==> src/design/rrts_pkg.sv <==
// shared types, constants and codes for the round-robin task scheduler
`default_nettype none

package rrts_pkg;

  // sizes
  localparam int NUM_TASKS = 16;
  localparam int TASK_W    = 4;
  localparam int COUNT_W   = 5;
  localparam int SLICE_W   = 8;
  localparam int STATUS_W  = 2;
  localparam int REQ_W     = 2;
  localparam int SLOT_W    = 2;
  localparam int KIND_W    = 3;

  // slice of task 0 after reset
  localparam logic [SLICE_W-1:0] RESET_SLICE = SLICE_W'(2);

  // request codes
  localparam logic [REQ_W-1:0] REQ_ALLOC  = 2'd0;
  localparam logic [REQ_W-1:0] REQ_RUN    = 2'd1;
  localparam logic [REQ_W-1:0] REQ_SLEEP  = 2'd2;
  localparam logic [REQ_W-1:0] REQ_SWITCH = 2'd3;

  // status codes
  localparam logic [STATUS_W-1:0] STAT_OK      = 2'd0;
  localparam logic [STATUS_W-1:0] STAT_NOFREE  = 2'd1;
  localparam logic [STATUS_W-1:0] STAT_IGNORED = 2'd2;

  // slot states
  localparam logic [SLOT_W-1:0] SLOT_FREE  = 2'd0;
  localparam logic [SLOT_W-1:0] SLOT_ALLOC = 2'd1;
  localparam logic [SLOT_W-1:0] SLOT_RUN   = 2'd2;

  // kinds of result the datapath can build
  localparam logic [KIND_W-1:0] RES_ALLOC  = 3'd0;
  localparam logic [KIND_W-1:0] RES_NOFREE = 3'd1;
  localparam logic [KIND_W-1:0] RES_CUR    = 3'd2;
  localparam logic [KIND_W-1:0] RES_IGNORE = 3'd3;
  localparam logic [KIND_W-1:0] RES_SWITCH = 3'd4;
  localparam logic [KIND_W-1:0] RES_EMPTY  = 3'd5;

  // input transaction
  typedef struct packed {
    logic [REQ_W-1:0]   req_type;
    logic [TASK_W-1:0]  task_id;
    logic [SLICE_W-1:0] slice_ticks;
  } request_t;

  // result transaction
  typedef struct packed {
    logic [STATUS_W-1:0] status;
    logic [TASK_W-1:0]   result_task;
    logic                load_timer;
    logic [SLICE_W-1:0]  timer_ticks;
    logic                do_switch;
  } result_t;

  // controller to datapath commands
  typedef struct packed {
    logic              load;
    logic              alloc_sel;
    logic              idx_inc;
    logic              alloc_mark;
    logic              run_update;
    logic              latch_cur;
    logic              sleep_remove;
    logic              shift_step;
    logic              sleep_fix;
    logic              sw_advance;
    logic              sw_empty;
    logic              rl_idx;
    logic              rl_plus1;
    logic              emit;
    logic [KIND_W-1:0] emit_kind;
  } cmd_t;

  // datapath to controller status
  typedef struct packed {
    logic slot_free;
    logic slot_running;
    logic idx_last;
    logic idx_end;
    logic match;
    logic count_zero;
  } stat_t;

endpackage

`default_nettype wire

==> src/design/round_robin_task_scheduler_top.sv <==
// top level of the round-robin task scheduler
//
// channel   direction  handshake             payload
// request   in         start & !busy         rrts_pkg::request_t
// result    out        done (one cycle)      rrts_pkg::result_t
//
// run goes through S_RUN and S_REPORT, switch through S_SW_ADV and S_SW_REPORT (S_SW_ADV alone
// on an empty list), allocate scans the slots (one slot per cycle), sleep stops in S_SLP_CHK when
// ignored, else searches the list and compacts it (one entry per cycle), then S_SLP_FIX, S_REPORT;
// done is registered from the last controller step, and busy is low again when it shows.
// synchronous reset leaves task 0 running alone with slice 2.
// the receiver cannot stall: each result is shown for one cycle only.
`default_nettype none

module round_robin_task_scheduler_top (
  input  wire logic               clk,
  input  wire logic               rst,
  input  wire logic               start,
  output logic                    busy,
  input  wire rrts_pkg::request_t request,
  output logic                    done,
  output rrts_pkg::result_t       result
);

  rrts_pkg::cmd_t  cmd;
  rrts_pkg::stat_t stat;

  // control
  rrts_ctrl u_ctrl (
    .clk     (clk),
    .rst     (rst),
    .start   (start),
    .request (request),
    .stat    (stat),
    .cmd     (cmd),
    .busy    (busy)
  );

  // tables and result register
  rrts_dp u_dp (
    .clk     (clk),
    .rst     (rst),
    .request (request),
    .cmd     (cmd),
    .stat    (stat),
    .result  (result),
    .done    (done)
  );

endmodule

`default_nettype wire

==> src/design/rrts_dp.sv <==
// datapath: slot table, run list, counters and result register
`default_nettype none

module rrts_dp (
  input  wire logic              clk,
  input  wire logic              rst,
  input  wire rrts_pkg::request_t request,
  input  wire rrts_pkg::cmd_t    cmd,
  output rrts_pkg::stat_t        stat,
  output rrts_pkg::result_t      result,
  output logic                   done
);

  localparam int TW = rrts_pkg::TASK_W;
  localparam int CW = rrts_pkg::COUNT_W;
  localparam logic [CW-1:0] NUM_C  = CW'(rrts_pkg::NUM_TASKS);
  localparam logic [CW-1:0] LAST_C = CW'(rrts_pkg::NUM_TASKS - 1);

  logic [rrts_pkg::SLOT_W-1:0]  slot_state [rrts_pkg::NUM_TASKS];
  logic [rrts_pkg::SLICE_W-1:0] slot_slice [rrts_pkg::NUM_TASKS];
  logic [TW-1:0]                run_list   [rrts_pkg::NUM_TASKS];
  logic [CW-1:0]                count;
  logic [TW-1:0]                pos;
  logic [CW-1:0]                idx;
  logic [TW-1:0]                req_tid;
  logic [rrts_pkg::SLICE_W-1:0] req_slice;
  logic                         was_cur;

  logic [TW-1:0]                ss_addr;
  logic [rrts_pkg::SLOT_W-1:0]  ss_val;
  logic [TW-1:0]                rl_addr;
  logic [TW-1:0]                rl_val;
  logic                         cur_ok;
  logic [TW-1:0]                cur_task;
  logic [rrts_pkg::SLICE_W-1:0] cur_slice;
  logic [CW-1:0]                pos_inc;
  rrts_pkg::result_t            result_next;

  // slot table read port
  assign ss_addr = cmd.alloc_sel ? idx[TW-1:0] : req_tid;
  assign ss_val  = slot_state[ss_addr];

  // run list read port: current position, scan index or the entry after it
  assign rl_addr = cmd.rl_idx ? (idx[TW-1:0] + (cmd.rl_plus1 ? TW'(1) : TW'(0))) : pos;
  assign rl_val  = run_list[rl_addr];

  // current task, valid when the read port sits on the position
  assign cur_ok    = (count != '0) && ({1'b0, pos} < count);
  assign cur_task  = cur_ok ? rl_val : '0;
  assign cur_slice = slot_slice[cur_task];
  assign pos_inc   = {1'b0, pos} + CW'(1);

  // status to controller
  always_comb begin
    stat.slot_free    = (ss_val == rrts_pkg::SLOT_FREE);
    stat.slot_running = (ss_val == rrts_pkg::SLOT_RUN);
    stat.idx_last     = (idx == LAST_C);
    stat.idx_end      = (idx >= count);
    stat.match        = (rl_val == req_tid);
    stat.count_zero   = (count == '0);
  end

  // result selection
  always_comb begin
    result_next = '0;
    case (cmd.emit_kind)
      rrts_pkg::RES_ALLOC: begin
        result_next.status      = rrts_pkg::STAT_OK;
        result_next.result_task = idx[TW-1:0];
      end
      rrts_pkg::RES_NOFREE: begin
        result_next.status = rrts_pkg::STAT_NOFREE;
      end
      rrts_pkg::RES_CUR: begin
        result_next.status      = rrts_pkg::STAT_OK;
        result_next.result_task = cur_task;
        result_next.do_switch   = was_cur && (count != '0);
      end
      rrts_pkg::RES_IGNORE: begin
        result_next.status      = rrts_pkg::STAT_IGNORED;
        result_next.result_task = cur_task;
      end
      rrts_pkg::RES_SWITCH: begin
        result_next.status      = rrts_pkg::STAT_OK;
        result_next.result_task = cur_task;
        result_next.load_timer  = 1'b1;
        result_next.timer_ticks = cur_slice;
        result_next.do_switch   = (count >= CW'(2));
      end
      default: begin
        result_next = '0;
      end
    endcase
  end

  // scheduler state
  always_ff @(posedge clk) begin
    if (rst) begin
      for (int i = 0; i < rrts_pkg::NUM_TASKS; i++) begin
        slot_state[i] <= rrts_pkg::SLOT_FREE;
        slot_slice[i] <= '0;
        run_list[i]   <= '0;
      end
      slot_state[0] <= rrts_pkg::SLOT_RUN;
      slot_slice[0] <= rrts_pkg::RESET_SLICE;
      count         <= CW'(1);
      pos           <= '0;
      idx           <= '0;
      was_cur       <= 1'b0;
    end else begin
      // new transaction
      if (cmd.load) begin
        req_tid   <= request.task_id;
        req_slice <= request.slice_ticks;
        idx       <= '0;
        was_cur   <= 1'b0;
      end
      if (cmd.idx_inc) begin
        idx <= idx + CW'(1);
      end
      // allocate: claim the scanned slot
      if (cmd.alloc_mark) begin
        slot_state[idx[TW-1:0]] <= rrts_pkg::SLOT_ALLOC;
      end
      // run: update slice, append to list
      if (cmd.run_update) begin
        if (req_slice != '0) begin
          slot_slice[req_tid] <= req_slice;
        end
        if (ss_val != rrts_pkg::SLOT_RUN && count < NUM_C) begin
          slot_state[req_tid]       <= rrts_pkg::SLOT_RUN;
          run_list[count[TW-1:0]]   <= req_tid;
          count                     <= count + CW'(1);
        end
      end
      // sleep: remember whether the task is current
      if (cmd.latch_cur) begin
        was_cur <= cur_ok && (rl_val == req_tid);
      end
      // sleep: drop the entry and pull the position back
      if (cmd.sleep_remove) begin
        count <= count - CW'(1);
        if (idx < {1'b0, pos}) begin
          pos <= pos - TW'(1);
        end
      end
      // sleep: compact one entry per cycle
      if (cmd.shift_step) begin
        run_list[idx[TW-1:0]] <= rl_val;
        idx                   <= idx + CW'(1);
      end
      if (cmd.sleep_fix) begin
        slot_state[req_tid] <= rrts_pkg::SLOT_ALLOC;
        if ({1'b0, pos} >= count) begin
          pos <= '0;
        end
      end
      // switch: advance cyclically
      if (cmd.sw_advance) begin
        pos <= (pos_inc >= count) ? '0 : pos_inc[TW-1:0];
      end
      if (cmd.sw_empty) begin
        pos <= '0;
      end
    end
  end

  // result register and strobe
  always_ff @(posedge clk) begin
    if (rst) begin
      done <= 1'b0;
    end else begin
      done <= cmd.emit;
    end
  end

  always_ff @(posedge clk) begin
    if (cmd.emit) begin
      result <= result_next;
    end
  end

endmodule

`default_nettype wire

==> src/design/rrts_ctrl.sv <==
// controller: sequences each request through the datapath
`default_nettype none

module rrts_ctrl (
  input  wire logic               clk,
  input  wire logic               rst,
  input  wire logic               start,
  input  wire rrts_pkg::request_t request,
  input  wire rrts_pkg::stat_t    stat,
  output rrts_pkg::cmd_t          cmd,
  output logic                    busy
);

  localparam logic [3:0] S_IDLE      = 4'd0;
  localparam logic [3:0] S_ALLOC     = 4'd1;
  localparam logic [3:0] S_RUN       = 4'd2;
  localparam logic [3:0] S_SLP_CHK   = 4'd3;
  localparam logic [3:0] S_SLP_FIND  = 4'd4;
  localparam logic [3:0] S_SLP_SHIFT = 4'd5;
  localparam logic [3:0] S_SLP_FIX   = 4'd6;
  localparam logic [3:0] S_REPORT    = 4'd7;
  localparam logic [3:0] S_SW_ADV    = 4'd8;
  localparam logic [3:0] S_SW_REPORT = 4'd9;

  logic [3:0] state;
  logic [3:0] state_next;

  assign busy = (state != S_IDLE);

  // state register
  always_ff @(posedge clk) begin
    if (rst) begin
      state <= S_IDLE;
    end else begin
      state <= state_next;
    end
  end

  // next state and commands
  always_comb begin
    cmd        = '0;
    state_next = state;
    case (state)
      S_IDLE: begin
        if (start) begin
          cmd.load = 1'b1;
          case (request.req_type)
            rrts_pkg::REQ_ALLOC: state_next = S_ALLOC;
            rrts_pkg::REQ_RUN:   state_next = S_RUN;
            rrts_pkg::REQ_SLEEP: state_next = S_SLP_CHK;
            default:             state_next = S_SW_ADV;
          endcase
        end
      end
      // scan slots for the lowest free one
      S_ALLOC: begin
        cmd.alloc_sel = 1'b1;
        if (stat.slot_free) begin
          cmd.alloc_mark = 1'b1;
          cmd.emit       = 1'b1;
          cmd.emit_kind  = rrts_pkg::RES_ALLOC;
          state_next     = S_IDLE;
        end else if (stat.idx_last) begin
          cmd.emit      = 1'b1;
          cmd.emit_kind = rrts_pkg::RES_NOFREE;
          state_next    = S_IDLE;
        end else begin
          cmd.idx_inc = 1'b1;
        end
      end
      S_RUN: begin
        cmd.run_update = 1'b1;
        state_next     = S_REPORT;
      end
      // sleep of a task that is not running is ignored
      S_SLP_CHK: begin
        if (!stat.slot_running) begin
          cmd.emit      = 1'b1;
          cmd.emit_kind = rrts_pkg::RES_IGNORE;
          state_next    = S_IDLE;
        end else begin
          cmd.latch_cur = 1'b1;
          state_next    = S_SLP_FIND;
        end
      end
      // look for the task in the run list
      S_SLP_FIND: begin
        cmd.rl_idx = 1'b1;
        if (stat.idx_end) begin
          state_next = S_SLP_FIX;
        end else if (stat.match) begin
          cmd.sleep_remove = 1'b1;
          state_next       = S_SLP_SHIFT;
        end else begin
          cmd.idx_inc = 1'b1;
        end
      end
      // close the gap one entry at a time
      S_SLP_SHIFT: begin
        cmd.rl_idx   = 1'b1;
        cmd.rl_plus1 = 1'b1;
        if (stat.idx_end) begin
          state_next = S_SLP_FIX;
        end else begin
          cmd.shift_step = 1'b1;
        end
      end
      S_SLP_FIX: begin
        cmd.sleep_fix = 1'b1;
        state_next    = S_REPORT;
      end
      S_REPORT: begin
        cmd.emit      = 1'b1;
        cmd.emit_kind = rrts_pkg::RES_CUR;
        state_next    = S_IDLE;
      end
      S_SW_ADV: begin
        if (stat.count_zero) begin
          cmd.sw_empty  = 1'b1;
          cmd.emit      = 1'b1;
          cmd.emit_kind = rrts_pkg::RES_EMPTY;
          state_next    = S_IDLE;
        end else begin
          cmd.sw_advance = 1'b1;
          state_next     = S_SW_REPORT;
        end
      end
      S_SW_REPORT: begin
        cmd.emit      = 1'b1;
        cmd.emit_kind = rrts_pkg::RES_SWITCH;
        state_next    = S_IDLE;
      end
      default: begin
        state_next = S_IDLE;
      end
    endcase
  end

endmodule

`default_nettype wire

==> config.mk <==
export PLATFORM = sky130hd
export DESIGN_NAME = round_robin_task_scheduler_top
export DESIGN_NICKNAME = d
export VERILOG_FILES = /design/src/design/rrts_pkg.sv /design/src/design/round_robin_task_scheduler_top.sv /design/src/design/rrts_dp.sv /design/src/design/rrts_ctrl.sv
export SDC_FILE = /design/constraint.sdc
export NUM_CORES = 1
export LEC_CHECK = 0
export ABC_AREA = 0
export BUFFER_PORTS_ARGS = -buffer_cell sky130_fd_sc_hd__buf_2
export CORE_ASPECT_RATIO = 0.7
export CORE_MARGIN = 5
export CORE_UTILIZATION = 25
export DETAILED_ROUTE_END_ITERATION = 6
export PLACE_DENSITY = 0.37
export SYNTH_ARGS = -nofsm -noshare
export SYNTH_HDL_FRONTEND = slang
export SYNTH_SLANG_ARGS = --single-unit
==> constraint.sdc <==
create_clock -name clk -period 9.8 [get_ports clk]
set_input_delay 0 -clock clk [delete_from_list [all_inputs] [get_ports clk]]
set_output_delay 0 -clock clk [all_outputs]
set_load 0.02 [all_outputs]
==> results.py, run 1 <==
metrics = {
    "outcome": {
        "outcome": "complete, no violations",
    },
    "place": {
        "dp_cells": 2027,
        "gp_congestion": 0.860,
        "detailed_place_hpwl_mm": 37.3,
        "io_buffer_count": 34,
    },
    "worst_setup_path": {
        "cp_num_buf_inv": 3,
        "worstPathMaxFanout": 20,
        "worst_ep_required_time_ns": 10.28,
        "start_kind": "flop",
        "path_class": "flop to flop",
        "r2r_start": "u_dp.pos[0]$_SDFF_PP0_",
        "max_stage_delay_ns": 0.86,
        "cp-startpoint": "u_dp.pos[0]$_SDFF_PP0_",
        "critPathSlowestCell": "mux2i_4",
        "end_kind": "flop",
        "critPathTopFamily": "multiplexers",
        "worst_ep_arrival_time_ns": 6.86,
        "crit_chain": "clkinv_1 > mux2i_4 > mux4_1 > mux2_2 > a211oi_1 > a21oi_1 > nor4b_4 > and2_1 > inv_1 > fa_1 > inv_1 > a21o_1 > a21oi_1 > nor3_1 > a211oi_1 > a311oi_1",
    },
    "routing": {
        "wire_per_inst_um": 24.3,
        "drc": 0,
        "drtPass1Iterations": 7,
        "vias": 10573,
        "ant_nets": 0,
        "routed_wl_mm": 50.9,
        "first_iter_violations": 1098,
        "via_per_inst": 5.04,
    },
    "sta": {
        "hold_slack_ns": 0.136,
        "slew_headroom_pct": 16.4,
        "rsz0062_at_grt": "false",
        "finalCriticalPeriod_ns": 6.38,
        "period_share_pct": 65.1,
        "max_freq_mhz": 157,
        "finalSetupViolations": 0,
        "fin_tns_setup_ns": 0,
        "finalHoldViolCount": 0,
        "slew_viol_final": 0,
        "tightestPinTransition_ns": 1.25,
        "fin_worst_skew_ns": 0.0129,
    },
    "clocking": {
        "root_buffer": "clkbuf_16",
        "cts_buffers": 31,
        "clockBufferDepth": 3,
        "cts_tree": "done",
        "cts_resized": 0,
        "clock-sinks": 272,
        "clk_latency_ns": 0.58,
        "clk_pin_slew_ns": 0.06,
        "h-tree-depth": 1,
    },
    "worst_hold_path": {
        "hold_start": "request[10]",
        "hp-class": "input pin to flop",
    },
    "yosys": {
        "synth_edf_count": 252,
        "synthArstFlopShare_pct": 0,
        "synthesis.nets": 1348,
        "syn_area_sq_um": 14500,
        "synth_area_per_cell_sq_um": 11.2,
        "synth_cell_type_count": 76,
        "ys_seq_area_share_pct": 54.8,
        "synth-main-ff-cell": "edfxtp_1",
        "yosys_warnings": 0,
        "synthCells": 1302,
        "synth_seq_cells": 272,
    },
    "layout": {
        "layout.nets": 1371,
        "mostFrequentLayoutCell": "edfxtp_1",
        "diodes": 0,
        "final_cell_mix": "edfxtp_1, nor2_1, and2_1",
        "areaGrowthSynthToFinish_pct": 14.4,
        "fillers": 5889,
        "post_layout_nonfiller_instances": 2098,
        "fin_util_pct": 29.1,
        "layout-drive-gt1-share_pct": 12.9,
    },
    "grt": {
        "grt_usage_pct": 15.7,
        "grt_start_max_net_pins": 46,
        "grt_antenna_before_repair": 4,
        "grt_overflow": 0,
        "grt_pass1_vias": 10235,
        "grt_pass1_wl_mm": 73.5,
    },
    "pwr": {
        "p_leak_nw": 5.74,
        "irDropWorstVdd_mv": 0.122,
        "p_per_area_nw_per_um2": 236,
    },
    "floorplan": {
        "dieArea_sq_um": 63100,
        "start_util_pct": 25.4,
        "dieWidth_um": 298,
        "core_sq_um": 57200,
        "placementRows": 73,
        "die_h_um": 212,
        "io_pins": 35,
    },
    "flow_run": {
        "cap_violations": 0,
    },
}
## power breakdown
part | leakage (nW) | total (mW) | switching (mW) | internal [mW]
clock | 0.478 | 1.15 | 0.492 | 0.654
sequential | 2.73 | 1.44 | 0.0770 | 1.36
combinational | 2.53 | 1.34 | 0.936 | 0.401
## worst paths after layout
check                                             endpoint  slack [ns]  cells past startpoint
worst max-delay path            u_dp.count[4]$_SDFFE_PP0P_        3.42                     16
worst min-delay path             u_dp.req_tid[2]$_DFFE_PP_        0.14                      2
worst max register to register  u_dp.count[4]$_SDFFE_PP0P_        3.42                     16
worst min register to register   u_dp.was_cur$_SDFFE_PP0P_        0.55                      3
## final cells by class
type / instances / area (sq um) / area share, %
flip-flops and latches: 272 / 7970 / 47.9
well taps: 750 / 938 / 5.65
inverters: 23 / 86.3 / 0.519
clock inverters: 21 / 179 / 1.08
repair buffers: 69 / 470 / 2.83
clock buffers: 35 / 791 / 4.76
multi-input cells: 928 / 6190 / 37.2
## cells by family (layout without fill, tap and decap cells)
logic type	count (synthesis)	count (layout)	share of synthesized area, %
AO/OA/AOI/OAI	231	231	10.9
XOR/XNOR	11	11	0.715
adder cells (fa/ha/maj)	29	29	2.55
buffers and inverters	102	148	2.84
flip-flops	272	272	54.8
multiplexers	104	104	8.62
AND/OR/NAND/NOR	553	553	19.5
## routing by layer
layer	track usage, %	vias up	share of wire [%]
met1	26.9	5317	55
met3	3.40	35	7.1
met4	1.91	0	1.1
met2	19.7	332	36
li1	-	4889	-
met5	0	-	0
## metrics by stage
| step | power (mW) | area [sq um] | worst slack (ns) |
|---|---|---|---|
| 2_1_floorplan | 2.26 | 14500 | 4.20 |
| 3_3_place_gp | 2.79 | 15500 | 3.56 |
| 3_5_place_dp | 2.78 | 15500 | 3.45 |
| 4_1_cts | 3.95 | 16600 | 3.46 |
| 5_1_grt | 4.11 | 16600 | 2.91 |
| 6_report | 3.92 | 16600 | 3.42 |
## state kept, by name, summed over array words and instances (netlist names)
signal and flops:
u_dp.count 5, u_dp.result 16, u_dp.was_cur 1, u_dp.pos 4
u_dp.run_list 64, u_dp.req_tid 4, u_dp.idx 5, u_dp.slot_state 32
u_dp.slot_slice 128, u_ctrl.state 4, u_dp.req_slice 8, u_dp.done 1
## synthesized netlist by cell type, drive strengths merged (17+ instances only)
cell / instances / area [sq um]
edfxtp: 252 / 7570
nor2: 183 / 687
and2: 133 / 832
nand2: 68 / 255
mux2i: 64 / 644
clkbuf: 58 / 218
a21oi: 49 / 245
nand3: 39 / 195
o21ai: 37 / 185
ha: 28 / 350
mux2: 27 / 304
nor3: 27 / 135
or2: 23 / 144
o22ai: 22 / 138
buf: 21 / 109
inv: 21 / 78.8
dfxtp: 20 / 400
nand2b: 17 / 106
## timing repair
item / CTS / global route
setup buffers: 0 / 0
endpoints found under the setup margin: 0 / 0
hold endpoints to repair: 17 / 0
hold buffers: 15 / 0
Note: power is estimated with default switching activity, not from simulation.
==> run 2, diff against run 1 <==
Settings changed: PLACE_DENSITY 0.37 to 0.38.
Clock period 9.8 ns to 5.1 ns, I/O delays scaled along.
==> results.py, run 2 (same netlist as run 1, synthesis figures left out) <==
metrics = {
    "outcome": {
        "outcome": "complete, no violations",
    },
    "clocking": {
        "clock-sinks": 272,
        "clk_latency_ns": 0.54,
        "clockBufferDepth": 3,
        "cts_buffers": 34,
        "root_buffer": "clkbuf_16",
        "clk_pin_slew_ns": 0.06,
        "h-tree-depth": 2,
        "cts_tree": "done",
    },
    "worst_setup_path": {
        "critPathTopFamily": "simple AND/OR/NAND/NOR gates",
        "worst_r2r_path_depth": 11,
        "cp-startpoint": "u_ctrl.state[1]$_SDFFE_PP0P_",
        "cp_num_cells": 11,
        "worst_ep_arrival_time_ns": 5.11,
        "worst_ep_required_time_ns": 5.29,
        "crit_chain": "buf_4 > or4b_1 > mux2_1 > nor2_1 > nand3_1 > a32o_1 > and2_1 > nor3_2 > nand2b_1 > o32a_1 > o21bai_1",
        "reg2reg_slack_ns": 0.18,
        "start_kind": "flop",
        "r2r_start": "u_ctrl.state[1]$_SDFFE_PP0P_",
        "cp-endpoint": "u_dp.run_list[4][2]$_SDFFCE_PN0P_",
        "critPathSlowestCell": "or4b_1",
        "worstPathMaxFanout": 20,
        "path_class": "flop to flop",
        "max_stage_delay_ns": 0.78,
        "end_kind": "flop",
        "r2r-end": "u_dp.run_list[4][2]$_SDFFCE_PN0P_",
        "cp_num_buf_inv": 1,
    },
    "floorplan": {
        "dieArea_sq_um": 63100,
        "io_pins": 35,
        "die_h_um": 212,
        "placementRows": 73,
        "core_sq_um": 57200,
        "dieWidth_um": 298,
        "start_util_pct": 25.4,
    },
    "routing": {
        "wire_per_inst_um": 24.3,
        "routed_wl_mm": 52.2,
        "vias": 10891,
        "drc": 0,
        "first_iter_violations": 1303,
        "drtPass1Iterations": 5,
        "via_per_inst": 5.07,
        "ant_nets": 0,
    },
    "sta": {
        "fin_worst_skew_ns": 0.0236,
        "finalSetupViolations": 0,
        "finalHoldViolCount": 0,
        "rsz0062_at_grt": "true",
        "tightestPinTransition_ns": 1.09,
        "fin_tns_setup_ns": 0,
        "finalCriticalPeriod_ns": 4.92,
        "max_freq_mhz": 203,
        "slew_headroom_pct": 27.3,
        "slew_viol_final": 0,
        "period_share_pct": 96.5,
    },
    "layout": {
        "seq_area_sq_um": 7970,
        "largest_reg_flops": 128,
        "top_register": "u_dp.slot_slice",
        "layout.nets": 1422,
        "largestRegisters": "u_dp.slot_slice (128), u_dp.run_list (64), u_dp.slot_state (32)",
        "multi_input_comb_area_sq_um": 6200,
        "mostFrequentLayoutCell": "edfxtp_1",
        "final_cell_mix": "edfxtp_1, nor2_1, and2_1",
        "fin_area_sq_um": 17200,
        "layout-drive-gt1-share_pct": 16.3,
        "fillers": 5933,
        "areaGrowthSynthToFinish_pct": 18.1,
        "post_layout_nonfiller_instances": 2150,
    },
    "pwr": {
        "irDropWorstVdd_mv": 0.197,
        "p_per_area_nw_per_um2": 465,
        "p_leak_nw": 6.05,
    },
    "worst_hold_path": {
        "hp-class": "input pin to flop",
    },
    "grt": {
        "grt_pass1_vias": 10384,
        "grt_usage_pct": 16.2,
        "grt_antenna_before_repair": 0,
        "grt_pass1_wl_mm": 75.6,
        "grt_overflow": 0,
        "grt_start_max_net_pins": 39,
    },
    "place": {
        "dp_cells": 2074,
        "gp_congestion": 0.879,
        "detailed_place_hpwl_mm": 38.9,
        "io_buffer_count": 34,
        "placed_cell_area_sq_um": 15900,
    },
    "flow_run": {
        "cap_violations": 0,
    },
}
run 2: cell types whose count changed in the layout (fill, tap and decap cells not counted), sizes merged:
cell,before,now
clkinv,18,11
bufinv,3,5
diode,0,1
buf,54,102
clkbuf,35,44
inv,23,22
run 2: how the worst min path moves through the flow:
stage | start | slack [ns] | end | cells past startpoint
final | rst | 0.11 | u_dp.count[2]$_SDFFE_PP0P_ | 2
after global routing | rst | 0.13 | u_dp.count[3]$_SDFFE_PP0P_ | 2
after CTS | rst | 0.1 | u_dp.count[2]$_SDFFE_PP0P_ | 2
after detailed placement | request[11] | 0.18 | u_dp.req_tid[3]$_DFFE_PP_ | 1
after global placement | request[8] | 0.18 | u_dp.req_tid[0]$_DFFE_PP_ | 1
after floorplan | request[0] | 0.1 | u_dp.req_slice[0]$_DFFE_PP_ | 0
run 2: layout make-up:
type	instances	share of cell area [%]
diodes	1	0.0146
clock buffers	44	5.30
clock inverters	15	1.29
inverters	23	0.503
multi-input cells	928	36.2
flip-flops and latches	272	46.4
well taps	750	5.47
repair buffers	117	4.84
run 2: stage by stage:
step / utilization [%] / power [mW] / worst slack (ns) / hold WS (ns)
2_1_floorplan: - / 4.34 / 0.00265 / 0.0989
3_3_place_gp: 27.7 / 5.48 / 0.0117 / 0.177
3_5_place_dp: 27.7 / 5.46 / 0.0410 / 0.179
4_1_cts: 30.0 / 8.00 / 0.00133 / 0.0973
5_1_grt: 30.0 / 8.33 / -0.0271 / 0.133
6_report: 30.0 / 7.98 / 0.181 / 0.109
run 2: metal layers:
layer	GRT usage (%)	wire, um	up-vias
met2	19.8	18600	409
met5	0	0	-
met3	3.42	3900	41
li1	-	-	4980
met4	2.75	561	0
met1	28.1	29200	5461
run 2: power by group:
part / total, mW / internal [mW] / switching (mW)
Combinational: 2.75 / 0.878 / 1.87
Sequential: 2.72 / 2.61 / 0.110
Clock: 2.51 / 1.52 / 0.989
Total: 7.98 / 5.01 / 2.97
run 2: what timing repair did:
action | in CTS | in global routing
hold buffers | 15 | 0
setup endpoints to repair | 0 | 49
resized for setup | 0 | 3
endpoints found under the hold margin | 17 | 0
setup buffers | 0 | 1
==> run 3, diff against run 2 <==
Settings changed: SYNTH_HIERARCHICAL set to 1.
==> results.py, run 3 <==
metrics = {
    "routing": {
        "wire_per_inst_um": 23.5,
        "routed_wl_mm": 57.1,
        "ant_nets": 0,
        "first_iter_violations": 1250,
        "drc": 0,
        "vias": 12393,
        "via_per_inst": 5.09,
        "drtPass1Iterations": 6,
    },
    "worst_setup_path": {
        "critPathSlowestCell": "or4b_2",
        "worst_r2r_path_depth": 20,
        "worstPathMaxFanout": 16,
        "cp_num_cells": 20,
        "start_kind": "flop",
        "reg2reg_slack_ns": 0.22,
        "path_class": "flop to flop",
        "r2r_start": "u_ctrl/state[2]$_SDFFE_PP0P_",
        "r2r-end": "u_dp/count[4]$_SDFFE_PP0P_",
        "crit_chain": "buf_4 > inv_1 > nor3_2 > buf_6 > mux2_2 > nor2_1 > o221ai_1 > a32oi_2 > mux2_2 > xnor2_1 > nor4_2 > buf_4 > and2_1 > inv_1 > fa_1 > inv_1 > a21o_1 > a21oi_1 > or4b_2 > a21oi_1",
        "critPathTopFamily": "simple AND/OR/NAND/NOR gates",
        "cp_num_buf_inv": 6,
        "worst_ep_required_time_ns": 5.58,
        "max_stage_delay_ns": 0.62,
        "end_kind": "flop",
        "cp-endpoint": "u_dp/count[4]$_SDFFE_PP0P_",
        "worst_ep_arrival_time_ns": 5.36,
        "crit_top_cell": "inv_1",
        "cp-startpoint": "u_ctrl/state[2]$_SDFFE_PP0P_",
    },
    "layout": {
        "largestRegisters": "u_dp/slot_slice (128), u_dp/run_list (64), u_dp/slot_state (32)",
        "multi_input_comb_area_sq_um": 7100,
        "seq_area_sq_um": 7970,
        "top_register": "u_dp/slot_slice",
        "layout.nets": 1641,
        "fillers": 6445,
        "fin_area_sq_um": 18400,
        "layout-drive-gt1-share_pct": 15.9,
        "final_cell_mix": "edfxtp_1, nor2_1, nand2_1",
        "mostFrequentLayoutCell": "edfxtp_1",
        "areaGrowthSynthToFinish_pct": 18.6,
        "diodes": 0,
        "largest_reg_flops": 128,
        "fin_util_pct": 29.9,
    },
    "yosys": {
        "synthArstFlopShare_pct": 0,
        "synth_top_family_by_area": "simple AND/OR/NAND/NOR gates",
        "synth_area_per_cell_sq_um": 10.3,
        "synth_top_cells_by_count": "edfxtp_1, nor2_1, nand2_1",
        "synth_seq_cells": 272,
        "synthesis.nets": 1556,
        "synthXorXnorAreaFrac_pct": 0.735,
        "synth-main-ff-cell": "edfxtp_1",
        "synth_edf_count": 252,
        "synth_compound_area_share_pct": 16.4,
        "synthCells": 1506,
        "syn_area_sq_um": 15500,
        "synthAdderAreaFrac_pct": 2.72,
        "yosysMostFrequentCell": "edfxtp_1",
        "synthSimpleGateAreaFrac_pct": 20.6,
        "synth_area_leader_cell": "edfxtp_1",
        "synth_cell_type_count": 84,
        "yosys_warnings": 6,
        "ys_seq_area_share_pct": 51.5,
        "synth.area.top_cells": "edfxtp_1, and2_1, nor2_1",
        "synthMuxAreaShare_pct": 4.66,
        "netlist.area_leader.share_pct": 48.9,
    },
    "clocking": {
        "root_buffer": "clkbuf_16",
        "h-tree-depth": 2,
        "clk_pin_slew_ns": 0.07,
        "clk_latency_ns": 0.55,
        "clock-sinks": 272,
        "cts_tree": "done",
        "clockBufferDepth": 3,
        "cts_buffers": 34,
    },
    "floorplan": {
        "core_sq_um": 61400,
        "start_util_pct": 25.2,
        "placementRows": 76,
        "io_pins": 35,
        "dieArea_sq_um": 67100,
        "dieWidth_um": 307,
        "die_h_um": 218,
    },
    "place": {
        "gp_congestion": 0.876,
        "io_buffer_count": 34,
        "pre_cts_ws_ns": -0.220,
        "detailed_place_hpwl_mm": 41.5,
        "placed_cell_area_sq_um": 17000,
    },
    "pwr": {
        "p_leak_nw": 6.37,
        "p_per_area_nw_per_um2": 475,
        "irDropWorstVdd_mv": 0.243,
    },
    "grt": {
        "grt_start_max_net_pins": 50,
        "grt_pass1_wl_mm": 84.1,
        "grt_usage_pct": 16.7,
        "grt_overflow": 0,
        "grt_antenna_before_repair": 3,
        "grt_pass1_vias": 12143,
    },
    "sta": {
        "max_freq_mhz": 205,
        "tightestPinTransition_ns": 0.964,
        "slew_viol_final": 0,
        "worst_slack_ns": 0.222,
        "period_share_pct": 95.7,
        "rsz0062_at_grt": "true",
        "finalSetupViolations": 0,
        "fin_worst_skew_ns": 0.0382,
        "finalHoldViolCount": 0,
        "slew_headroom_pct": 35.0,
        "finalCriticalPeriod_ns": 4.88,
    },
    "worst_hold_path": {
        "hp-class": "input pin to flop",
    },
    "outcome": {
        "outcome": "complete, no violations",
    },
    "flow_run": {
        "cap_violations": 0,
    },
}
-- run 3: changes by cell type after synthesis, moves of 14 or more --
cell | before | now
nor2_1 | 183 | 169
nand2b_1 | 17 | 35
o21ai_0 | 36 | 88
mux2i_1 | 63 | 34
a21oi_1 | 49 | 66
o221ai_1 | 4 | 19
nand2_1 | 68 | 152
o31ai_1 | 5 | 57
o211ai_1 | 2 | 29
-- run 3: cells by family after synthesis --
family / after synthesis
flip-flops: 272
AND/OR/NAND/NOR: 628
adder cells (fa/ha/maj): 33
buffers and inverters: 121
multiplexers: 62
AO/OA/AOI/OAI: 377
XOR/XNOR: 13
-- run 3: worst register-to-register path: stages (launching register included) --
cell	delay (ns)
dfxtp_1	0.32
buf_4	0.17
inv_1	0.08
nor3_2	0.21
buf_6	0.24
mux2_2	0.50
nor2_1	0.19
o221ai_1	0.14
a32oi_2	0.36
mux2_2	0.25
xnor2_1	0.08
nor4_2	0.39
buf_4	0.21
and2_1	0.14
inv_1	0.08
fa_1	0.44
inv_1	0.06
a21o_1	0.10
a21oi_1	0.07
or4b_2	0.62
a21oi_1	0.15
-- run 3: worst min path at each step --
stage                     from                            to  slack (ns)  cells after the start
CTS                      start     u_dp/was_cur$_SDFFE_PP0P_        0.03                      5
detailed placement  request[0]   u_dp/req_slice[0]$_DFFE_PP_        0.18                      1
global route             start     u_dp/was_cur$_SDFFE_PP0P_        0.08                      5
floorplan                  rst  u_ctrl/state[2]$_SDFFE_PP0P_        0.08                      1
finish                   start     u_dp/was_cur$_SDFFE_PP0P_        0.07                      5
global placement    request[3]   u_dp/req_slice[3]$_DFFE_PP_        0.18                      1
-- run 3: cell type report --
class | count | area share [%]
clock buffers | 47 | 5.01
clock inverters | 14 | 1.04
inverters | 30 | 0.613
multi-input cells | 1113 | 38.7
flip-flops and latches | 272 | 43.4
well taps | 819 | 5.58
repair buffers | 140 | 5.64
-- run 3: what timing repair did --
action,CTS,global route
hold buffers,15,0
endpoints found under the setup margin,3,7
gates resized for setup,4,17
hold endpoints to repair,14,0
pin swaps,0,1
buffers inserted,0,1
-- run 3: routing by layer --
metal | track usage [%] | vias up | share of wire [%]
li1 | - | 5772 | -
met1 | 25.9 | 6162 | 51
met2 | 24.0 | 395 | 41
met3 | 3.57 | 64 | 7.0
met4 | 3.16 | 0 | 1.8
met5 | 0 | - | 0
-- run 3: power breakdown --
group / total (mW) / leakage, nW / internal (mW) / switching [mW]
clock network: 2.46 / 0.533 / 1.43 / 1.03
registers: 2.69 / 2.72 / 2.61 / 0.0803
logic: 3.57 / 3.11 / 1.12 / 2.45
-- run 3: per-stage QoR --
stage	hold WS [ns]	instances	total power, mW	setup TNS (ns)
final	0.0714	2435	8.72	0
after global routing	0.0812	2435	9.16	-0.0115
after CTS	0.0270	2434	8.74	0
after detailed placement	0.179	2358	6.22	-0.293
after global placement	0.179	2358	6.25	-0.295
after floorplan	0.0776	1506	4.75	0
